### src/rtl/ica_pkg.sv
// Shared types and codes for the integer calculator ALU.
`timescale 1ns / 1ps
package ica_pkg;

  localparam logic [2:0] OP_ADD  = 3'd0;
  localparam logic [2:0] OP_SUB  = 3'd1;
  localparam logic [2:0] OP_MUL  = 3'd2;
  localparam logic [2:0] OP_DIV  = 3'd3;
  localparam logic [2:0] OP_POW  = 3'd4;
  localparam logic [2:0] OP_MOD  = 3'd5;
  localparam logic [2:0] OP_SQRT = 3'd6;
  localparam logic [2:0] OP_CBRT = 3'd7;

  typedef enum logic [1:0] {
    ST_OK       = 2'd0,
    ST_DIV_ZERO = 2'd1,
    ST_NEG_ROOT = 2'd2,
    ST_OVERFLOW = 2'd3
  } status_t;

  typedef struct packed {
    logic signed [31:0] operand_a;
    logic signed [31:0] operand_b;
    logic [2:0]         opcode;
  } ica_in_t;

  typedef struct packed {
    logic signed [31:0] result_value;
    logic [1:0]         status_code;
  } ica_out_t;

endpackage

### src/rtl/ica_mul.sv
// Iterative shift-add multiplier, one partial product per cycle.
`timescale 1ns / 1ps
module ica_mul #(
  parameter int W = 32
) (
  input  logic           clk,
  input  logic           rst_n,
  input  logic           start,
  input  logic [W-1:0]   x,
  input  logic [W-1:0]   y,
  output logic [2*W-1:0] prod,
  output logic           done
);
  localparam int CW = $clog2(W + 1);

  logic [2*W-1:0] prod_r, mcand_r;
  logic [W-1:0]   mplier_r;
  logic [CW-1:0]  cnt_r;
  logic           busy_r, done_r;

  always_ff @(posedge clk) begin
    if (!rst_n) begin
      busy_r <= 1'b0;
      done_r <= 1'b0;
    end else begin
      done_r <= 1'b0;
      if (start) begin
        busy_r <= 1'b1;
        cnt_r  <= CW'(W);
      end else if (busy_r) begin
        cnt_r <= cnt_r - CW'(1);
        if (cnt_r == CW'(1)) begin
          busy_r <= 1'b0;
          done_r <= 1'b1;
        end
      end
    end
    if (start) begin
      prod_r   <= '0;
      mcand_r  <= {{W{1'b0}}, x};
      mplier_r <= y;
    end else if (busy_r) begin
      if (mplier_r[0]) prod_r <= prod_r + mcand_r;
      mcand_r  <= mcand_r << 1;
      mplier_r <= mplier_r >> 1;
    end
  end

  assign prod = prod_r;
  assign done = done_r;
endmodule

### src/rtl/ica_div.sv
// Restoring unsigned divider, one quotient bit per cycle.
`timescale 1ns / 1ps
module ica_div #(
  parameter int W = 32
) (
  input  logic         clk,
  input  logic         rst_n,
  input  logic         start,
  input  logic [W-1:0] dividend,
  input  logic [W-1:0] divisor,
  output logic [W-1:0] quotient,
  output logic [W-1:0] remainder,
  output logic         done
);
  localparam int CW = $clog2(W + 1);

  logic [W-1:0]  rem_r, quo_r, dvs_r;
  logic [CW-1:0] cnt_r;
  logic          busy_r, done_r;
  logic [W:0]    shifted, trial;

  assign shifted = {rem_r, quo_r[W-1]};
  assign trial   = shifted - {1'b0, dvs_r};

  always_ff @(posedge clk) begin
    if (!rst_n) begin
      busy_r <= 1'b0;
      done_r <= 1'b0;
    end else begin
      done_r <= 1'b0;
      if (start) begin
        busy_r <= 1'b1;
        cnt_r  <= CW'(W);
      end else if (busy_r) begin
        cnt_r <= cnt_r - CW'(1);
        if (cnt_r == CW'(1)) begin
          busy_r <= 1'b0;
          done_r <= 1'b1;
        end
      end
    end
    if (start) begin
      rem_r <= '0;
      quo_r <= dividend;
      dvs_r <= divisor;
    end else if (busy_r) begin
      // keep the trial difference only when it did not go negative
      rem_r <= trial[W] ? shifted[W-1:0] : trial[W-1:0];
      quo_r <= {quo_r[W-2:0], ~trial[W]};
    end
  end

  assign quotient  = quo_r;
  assign remainder = rem_r;
  assign done      = done_r;
endmodule

### src/rtl/integer_calculator_alu_top.sv
// Top level of the integer calculator ALU: sequencer, shared units, result register.
`timescale 1ns / 1ps
// One transaction in, one transaction out. Add and subtract are computed at dispatch;
// multiply, divide and remainder go through the shared shift-add multiplier or
// restoring divider; square root runs bit by bit in its own state; cube root takes
// two multiplies per result bit; power takes up to exponent multiplies, bounded by
// overflow after at most DATA_WIDTH multiplies. The input is taken only in idle,
// while a finished result may still wait in the output register.
module integer_calculator_alu_top
  import ica_pkg::*;
#(
  parameter int DATA_WIDTH = 32
) (
  input  logic     clk,
  input  logic     rst_n,
  input  logic     in_valid,
  output logic     in_ready,
  input  ica_in_t  in_data,
  output logic     out_valid,
  input  logic     out_ready,
  output ica_out_t out_data
);
  localparam int W  = DATA_WIDTH;
  localparam int CB = (W + 2) / 3;
  localparam int SW = $clog2(CB);
  localparam logic [W-1:0] MINV   = W'(1) << (W - 1);
  localparam logic [W-1:0] MAXP   = ~MINV;
  localparam logic [W-1:0] MASK   = '1;
  localparam logic [W-1:0] SQ_BIT = W'(1) << (2 * ((W - 1) / 2));

  typedef enum logic [3:0] {
    S_IDLE, S_DISPATCH, S_MUL_WAIT, S_DIV_WAIT, S_POW_STEP, S_POW_WAIT,
    S_SQRT, S_CBRT_SQ, S_CBRT_SQ_WAIT, S_CBRT_CU_WAIT, S_FINISH
  } state_t;

  state_t       state_r, state_nxt;
  logic [W-1:0] a_r, a_nxt, b_r, b_nxt;
  logic [2:0]   op_r, op_nxt;
  logic [W-1:0] res_r, res_nxt, acc_r, acc_nxt, n_r, n_nxt, bit_r, bit_nxt;
  status_t      st_r, st_nxt;
  logic [6:0]   cnt_r, cnt_nxt;
  logic         neg_r, neg_nxt;
  logic [SW-1:0] s_r, s_nxt;
  logic [W-1:0] ux_r, ux_nxt, uy_r, uy_nxt;
  logic         mul_start_r, mul_start_nxt, div_start_r, div_start_nxt;
  logic         out_valid_r, out_valid_nxt;
  ica_out_t     out_data_r, out_data_nxt;

  logic [2*W-1:0] prod;
  logic           mul_done, div_done;
  logic [W-1:0]   quo, rem;

  logic         a_neg, b_neg;
  logic [W-1:0] a_mag, b_mag, cand, acc_cb;
  logic [W:0]   sq_sum;

  ica_mul #(.W(W)) u_mul (
    .clk(clk), .rst_n(rst_n), .start(mul_start_r), .x(ux_r), .y(uy_r),
    .prod(prod), .done(mul_done)
  );

  ica_div #(.W(W)) u_div (
    .clk(clk), .rst_n(rst_n), .start(div_start_r), .dividend(ux_r), .divisor(uy_r),
    .quotient(quo), .remainder(rem), .done(div_done)
  );

  assign a_neg  = a_r[W-1];
  assign b_neg  = b_r[W-1];
  assign a_mag  = a_neg ? (W'(0) - a_r) : a_r;
  assign b_mag  = b_neg ? (W'(0) - b_r) : b_r;
  assign cand   = acc_r | (W'(1) << s_r);
  assign sq_sum = {1'b0, acc_r} + {1'b0, bit_r};
  assign acc_cb = (prod <= {{W{1'b0}}, n_r}) ? bit_r : acc_r;

  always_comb begin
    state_nxt     = state_r;
    a_nxt         = a_r;
    b_nxt         = b_r;
    op_nxt        = op_r;
    res_nxt       = res_r;
    st_nxt        = st_r;
    acc_nxt       = acc_r;
    n_nxt         = n_r;
    bit_nxt       = bit_r;
    cnt_nxt       = cnt_r;
    neg_nxt       = neg_r;
    s_nxt         = s_r;
    ux_nxt        = ux_r;
    uy_nxt        = uy_r;
    mul_start_nxt = 1'b0;
    div_start_nxt = 1'b0;
    out_valid_nxt = out_valid_r && !out_ready;
    out_data_nxt  = out_data_r;

    unique case (state_r)
      S_IDLE: begin
        if (in_valid) begin
          a_nxt     = W'(in_data.operand_a);
          b_nxt     = W'(in_data.operand_b);
          op_nxt    = in_data.opcode;
          state_nxt = S_DISPATCH;
        end
      end
      S_DISPATCH: begin
        st_nxt    = ST_OK;
        res_nxt   = '0;
        state_nxt = S_FINISH;
        unique case (op_r) inside
          OP_ADD: res_nxt = a_r + b_r;
          OP_SUB: res_nxt = a_r - b_r;
          OP_MUL: begin
            ux_nxt        = a_r;
            uy_nxt        = b_r;
            mul_start_nxt = 1'b1;
            state_nxt     = S_MUL_WAIT;
          end
          OP_DIV, OP_MOD: begin
            if (b_r == '0) begin
              st_nxt = ST_DIV_ZERO;
            end else if (op_r == OP_DIV && a_r == MINV && b_r == MASK) begin
              res_nxt = MAXP;
              st_nxt  = ST_OVERFLOW;
            end else begin
              ux_nxt        = a_mag;
              uy_nxt        = b_mag;
              div_start_nxt = 1'b1;
              state_nxt     = S_DIV_WAIT;
            end
          end
          OP_POW: begin
            neg_nxt = a_neg && b_r[0];
            acc_nxt = W'(1);
            n_nxt   = a_mag;
            cnt_nxt = b_r[6:0];
            if (b_neg) begin
              if (a_r == '0) begin
                res_nxt = MAXP;
                st_nxt  = ST_OVERFLOW;
              end else if (a_r == W'(1)) begin
                res_nxt = W'(1);
              end else if (a_r == MASK) begin
                res_nxt = b_r[0] ? MASK : W'(1);
              end
            end else if (b_r == '0) begin
              res_nxt = W'(1);
            end else if (a_mag <= W'(1)) begin
              res_nxt = (a_neg && b_r[0]) ? MASK : a_mag;
            end else if (b_r > W'(64)) begin
              res_nxt = (a_neg && b_r[0]) ? MINV : MAXP;
              st_nxt  = ST_OVERFLOW;
            end else begin
              state_nxt = S_POW_STEP;
            end
          end
          OP_SQRT: begin
            if (a_neg) begin
              st_nxt = ST_NEG_ROOT;
            end else begin
              n_nxt     = a_r;
              acc_nxt   = '0;
              bit_nxt   = SQ_BIT;
              state_nxt = S_SQRT;
            end
          end
          OP_CBRT: begin
            neg_nxt   = a_neg;
            n_nxt     = a_mag;
            acc_nxt   = '0;
            s_nxt     = SW'(CB - 1);
            state_nxt = S_CBRT_SQ;
          end
          default: state_nxt = S_FINISH;
        endcase
      end
      S_MUL_WAIT: begin
        if (mul_done) begin
          res_nxt   = prod[W-1:0];
          state_nxt = S_FINISH;
        end
      end
      S_DIV_WAIT: begin
        if (div_done) begin
          if (op_r == OP_DIV) res_nxt = (a_neg != b_neg) ? (W'(0) - quo) : quo;
          else                res_nxt = a_neg ? (W'(0) - rem) : rem;
          state_nxt = S_FINISH;
        end
      end
      S_POW_STEP: begin
        if (cnt_r == '0) begin
          res_nxt   = neg_r ? (W'(0) - acc_r) : acc_r;
          state_nxt = S_FINISH;
        end else begin
          ux_nxt        = acc_r;
          uy_nxt        = n_r;
          mul_start_nxt = 1'b1;
          state_nxt     = S_POW_WAIT;
        end
      end
      S_POW_WAIT: begin
        if (mul_done) begin
          // product beyond the signed limit means the power has overflowed
          if (prod > {{W{1'b0}}, (neg_r ? MINV : MAXP)}) begin
            res_nxt   = neg_r ? MINV : MAXP;
            st_nxt    = ST_OVERFLOW;
            state_nxt = S_FINISH;
          end else begin
            acc_nxt   = prod[W-1:0];
            cnt_nxt   = cnt_r - 7'd1;
            state_nxt = S_POW_STEP;
          end
        end
      end
      S_SQRT: begin
        if ({1'b0, n_r} >= sq_sum) begin
          n_nxt   = n_r - sq_sum[W-1:0];
          acc_nxt = (acc_r >> 1) + bit_r;
        end else begin
          acc_nxt = acc_r >> 1;
        end
        bit_nxt = bit_r >> 2;
        if (bit_r[W-1:2] == '0) begin
          res_nxt   = acc_nxt;
          state_nxt = S_FINISH;
        end
      end
      S_CBRT_SQ: begin
        bit_nxt       = cand;
        ux_nxt        = cand;
        uy_nxt        = cand;
        mul_start_nxt = 1'b1;
        state_nxt     = S_CBRT_SQ_WAIT;
      end
      S_CBRT_SQ_WAIT: begin
        if (mul_done) begin
          ux_nxt        = prod[W-1:0];
          uy_nxt        = bit_r;
          mul_start_nxt = 1'b1;
          state_nxt     = S_CBRT_CU_WAIT;
        end
      end
      S_CBRT_CU_WAIT: begin
        if (mul_done) begin
          acc_nxt = acc_cb;
          if (s_r == '0) begin
            res_nxt   = neg_r ? (W'(0) - acc_cb) : acc_cb;
            state_nxt = S_FINISH;
          end else begin
            s_nxt     = s_r - SW'(1);
            state_nxt = S_CBRT_SQ;
          end
        end
      end
      S_FINISH: begin
        // hold until the output register is free
        if (!out_valid_r || out_ready) begin
          out_data_nxt.result_value = 32'(signed'(res_r));
          out_data_nxt.status_code  = st_r;
          out_valid_nxt             = 1'b1;
          state_nxt                 = S_IDLE;
        end
      end
      default: state_nxt = S_IDLE;
    endcase
  end

  always_ff @(posedge clk) begin
    if (!rst_n) begin
      state_r     <= S_IDLE;
      mul_start_r <= 1'b0;
      div_start_r <= 1'b0;
      out_valid_r <= 1'b0;
    end else begin
      state_r     <= state_nxt;
      mul_start_r <= mul_start_nxt;
      div_start_r <= div_start_nxt;
      out_valid_r <= out_valid_nxt;
    end
    a_r        <= a_nxt;
    b_r        <= b_nxt;
    op_r       <= op_nxt;
    res_r      <= res_nxt;
    st_r       <= st_nxt;
    acc_r      <= acc_nxt;
    n_r        <= n_nxt;
    bit_r      <= bit_nxt;
    cnt_r      <= cnt_nxt;
    neg_r      <= neg_nxt;
    s_r        <= s_nxt;
    ux_r       <= ux_nxt;
    uy_r       <= uy_nxt;
    out_data_r <= out_data_nxt;
  end

  assign in_ready  = (state_r == S_IDLE);
  assign out_valid = out_valid_r;
  assign out_data  = out_data_r;

`ifndef ASSERT_OFF
  a_accept_dispatch: assert property (@(posedge clk) disable iff (!rst_n)
    in_valid && in_ready |=> state_r == S_DISPATCH)
    else $error("accepted transaction not dispatched");

  a_div_done_wait: assert property (@(posedge clk) disable iff (!rst_n)
    div_done |-> state_r == S_DIV_WAIT)
    else $error("divider finished outside its wait state");

  a_mul_done_wait: assert property (@(posedge clk) disable iff (!rst_n)
    mul_done |-> (state_r == S_MUL_WAIT || state_r == S_POW_WAIT ||
                  state_r == S_CBRT_SQ_WAIT || state_r == S_CBRT_CU_WAIT))
    else $error("multiplier finished outside a wait state");
`endif
endmodule

### config.mk
export PLATFORM = sky130hd
export DESIGN_NAME = integer_calculator_alu_top
export DESIGN_NICKNAME = d
export VERILOG_FILES = /design/src/rtl/ica_pkg.sv /design/src/rtl/ica_mul.sv /design/src/rtl/ica_div.sv /design/src/rtl/integer_calculator_alu_top.sv
export SDC_FILE = /design/constraint.sdc
export NUM_CORES = 2
export LEC_CHECK = 0
export ABC_AREA = 1
export BUFFER_PORTS_ARGS = -buffer_cell sky130_fd_sc_hd__buf_2
export CAP_MARGIN = 0
export CORE_ASPECT_RATIO = 0.7
export CORE_MARGIN = 2
export CORE_UTILIZATION = 40
export DETAILED_ROUTE_END_ITERATION = 7
export PLACE_DENSITY_LB_ADDON = 0.1
export SYNTH_ARGS = -nofsm -noshare
export SYNTH_HDL_FRONTEND = slang
export SYNTH_HIERARCHICAL = 1
export SYNTH_SLANG_ARGS = --single-unit
### constraint.sdc
create_clock -name clk -period 6.7 [get_ports clk]
set_input_delay 2.01 -clock clk [delete_from_list [all_inputs] [get_ports clk]]
set_output_delay 2.01 -clock clk [all_outputs]
set_load 0.005 [all_outputs]
==> flow_summary.json <==
{
  "ir_worst_vdd_mv": 0.283,
  "outcome": "complete, but fails checks",
  "vias": 53900,
  "synthArstFlopShare": 0,
  "worst_pin_slew_ns": 1.53,
  "synth_top_area_frac": 0.268,
  "drive_gt1_frac": 0.0797,
  "drc": 0,
  "synth.area.top_cells": "edfxtp_1, nand2_1, inv_1",
  "swShare": 0.543,
  "cts_buffer_depth": 3,
  "drt_iter0_markers": 8125,
  "die_y_microns": 300,
  "htree_levels": 3,
  "fin_area_sq_um": 55200,
  "routed_wl_mm": 263,
  "vias_per_cell": 5.81,
  "grt_pass1_wl_mm": 366,
  "path_common_cell": "nand2_1",
  "start_kind": "flip-flop",
  "slowest_stage": "edfxtp_1",
  "hpwl_mm": 216,
  "yosys_warnings": 6,
  "core.rowCount": 108,
  "first_pass_iters": 8,
  "mostFrequentLayoutCell": "nand2_1",
  "hold_class": "flip-flop to flip-flop",
  "synth-edff-count": 447,
  "syn_to_final_growth_pct": 10.3,
  "fmax_mhz": 161,
  "syn_avg_cell_area_sq_um": 6.71,
  "hold_buffers": 0,
  "synth_cell_types": 72,
  "yosys.area.top_type": "edfxtp_1",
  "syn-cell-area_sq_um": 50100,
  "grt_max_degree": 76,
  "grt_overflow": 0,
  "antenna_left": 0,
  "wire_per_inst_microns": 28.4,
  "cellLeakagePower_nw": 26.1,
  "synth-main-ff-cell": "edfxtp_1",
  "io-pin-count": 107,
  "rsz0062_at_grt": "no",
  "powerDensity_nw_per_um2": 466,
  "clock_latency_ns": 0.72,
  "fin_crit_sh": 0.926,
  "yosysSeqAreaShare": 0.324,
  "synth_seq_cells": 586,
  "critPathCaptureType": "flip-flop",
  "synth_fp_nets": 7843,
  "relSlewSlack": -0.0232,
  "cp_max_fo": 19,
  "synthCells": 7461,
  "die_w_microns": 427,
  "cts_setup_buffers": 0,
  "portBuffers": 106,
  "violations": "max-capacitance violations, max-slew violations",
  "grt_antenna_before_repair": 27,
  "dpl_cell_area_sq_um": 52700,
  "cts_buffers": 71,
  "die_area_sq_um": 128000,
  "crit_path_max_incr_delay_ns": 0.47,
  "tns_ns": 0,
  "pwr-share-seq": 0.267,
  "fin_nets": 7930,
  "min_period_ns": 6.20,
  "hold_viol": 0,
  "comb_power_share": 0.568,
  "setup-violations-final": 0,
  "critPathRequiredTime_ns": 7.13,
  "grt_pass1_vias": 47700,
  "arrival_ns": 6.63,
  "grtUsageTotal": 0.403,
  "finalClockSkew_ns": 0.0450,
  "final_cell_mix": "nand2_1, inv_1, nor2_1, edfxtp_1, o21ai_0",
  "clkSinkCount": 586,
  "path_clk_slew_ns": 0.07,
  "cts_resized": 0,
  "cap_violations": 2,
  "drv_slew": 4,
  "p_int_mw": 11.8,
  "gp_congestion": 1.08,
  "crit_type": "flip-flop to flip-flop",
  "core_region_area_sq_um": 124000,
  "cts_tree": "yes",
  "clockRootBuffer": "clkbuf_16",
  "clkPwrFrac": 0.166,
  "initial_core_util": 0.404,
  "power_switching_mw": 14.0
}
## worst paths after layout
path                    startpoint                     to  slack [ns]  cells past startpoint
max             acc_r[0]$_DFFE_PP_    acc_r[21]$_DFFE_PP_        0.50                     29
min reg2reg  st_r[1]$_SDFFCE_PP1P_  out_data[1]$_DFFE_PP_        0.42                      0
max reg2reg     acc_r[0]$_DFFE_PP_    acc_r[21]$_DFFE_PP_        0.50                     29
min          st_r[1]$_SDFFCE_PP1P_  out_data[1]$_DFFE_PP_        0.42                      0
## stage by stage
stage	cells	setup WS, ns	util	total power [mW]	hold slack (ns)
after floorplan	7461	1.03	-	14.4	0.400
after global placement	9125	0.755	0.425	20.7	0.432
after detailed placement	9125	0.695	0.425	20.6	0.420
after CTS	9254	0.654	0.445	24.9	0.425
after global routing	9254	0.150	0.445	26.9	0.429
final	9264	0.498	0.445	25.8	0.420
## synthesized netlist by cell type (all sizes together) (5+ instances only)
master and number:
buf 55, a21oi 382, nor4 35, o2111ai 48, o21a 18, a221oi 17
o221ai 9, dfxtp 139, o21ai 479, a31oi 26, ha 305, o22ai 56
nand2 2321, edfxtp 447, and3 7, a21boi 7, nand4 115, inv 1134
xor2 89, nor2 822, nand3b 23, o31ai 7, o211ai 55, xnor2 62
nand3 401, or2 28, fa 6, and2 5, a21o 12, o311ai 9
clkinv 6, o21bai 18, clkbuf 146, a211oi 22, nor3 125
## power by group through the flow
stage | Clock, mW | Combinational [mW] | Sequential (mW)
6_report | 4.27 | 14.6 | 6.87
5_1_grt | 4.45 | 15.6 | 6.88
4_1_cts | 4.32 | 13.9 | 6.78
3_5_place_dp | 0 | 13.8 | 6.83
3_3_place_gp | 0 | 13.8 | 6.86
2_1_floorplan | 0 | 8.41 | 6.03
## per-layer routing
layer  wire length [microns]  share of wire  vias to the layer above  global-route usage
met4                    7980          0.030                       18               0.111
met3                   43600           0.17                      335               0.206
met5                     258        0.00098                        -             0.00815
met1                  121000           0.46                    25500               0.613
li1                        -              -                    24700                   -
met2                   90100           0.34                     3297               0.476
## state kept, by name, indices dropped and copies added, names as in the netlist, 2 cells and up
name             flops
a_r                 32
acc_r               32
b_r                 32
bit_r               32
cnt_r                7
n_r                 32
op_r                 3
out_data            34
res_r               32
s_r                  4
st_r                 2
state_r              4
u_div/cnt_r          6
u_div/dvs_r         32
u_div/quotient      32
u_div/remainder     32
u_mul/cnt_r          6
u_mul/mcand_r       64
u_mul/mplier_r      32
u_mul/prod          64
ux_r                32
uy_r                32
## area by class of cell
type / count / area (sq um)
sequential: 586 / 16200
antenna: 10 / 25.0
inverter: 1140 / 4280
timing repair buffer: 215 / 1390
clock buffer: 92 / 2020
multi-input combinational: 5534 / 28800
clock inverter: 37 / 435
tap: 1650 / 2060
fill: 13200 / 68800
## worst max-delay path, delay by kind of cell, from the launching register on
family / cells / cell delay [ns]
AOI/OAI and AO/OA: 13 / 2.77
xor gates and xnor gates: 1 / 0.24
adders and majority gates: 3 / 1.03
buffers and inverters: 2 / 0.31
DFF: 1 / 0.47
and+or+nand+nor: 10 / 1.08
## cell families after synthesis
| family | Yosys count | synth area share |
|---|---|---|
| compound gates | 1184 | 0.136 |
| xor+xnor | 151 | 0.0266 |
| fa+ha+maj | 311 | 0.0786 |
| buf+inv | 1341 | 0.104 |
| flops | 586 | 0.324 |
| simple gates | 3888 | 0.331 |
Power figures use the tool's default switching activity.
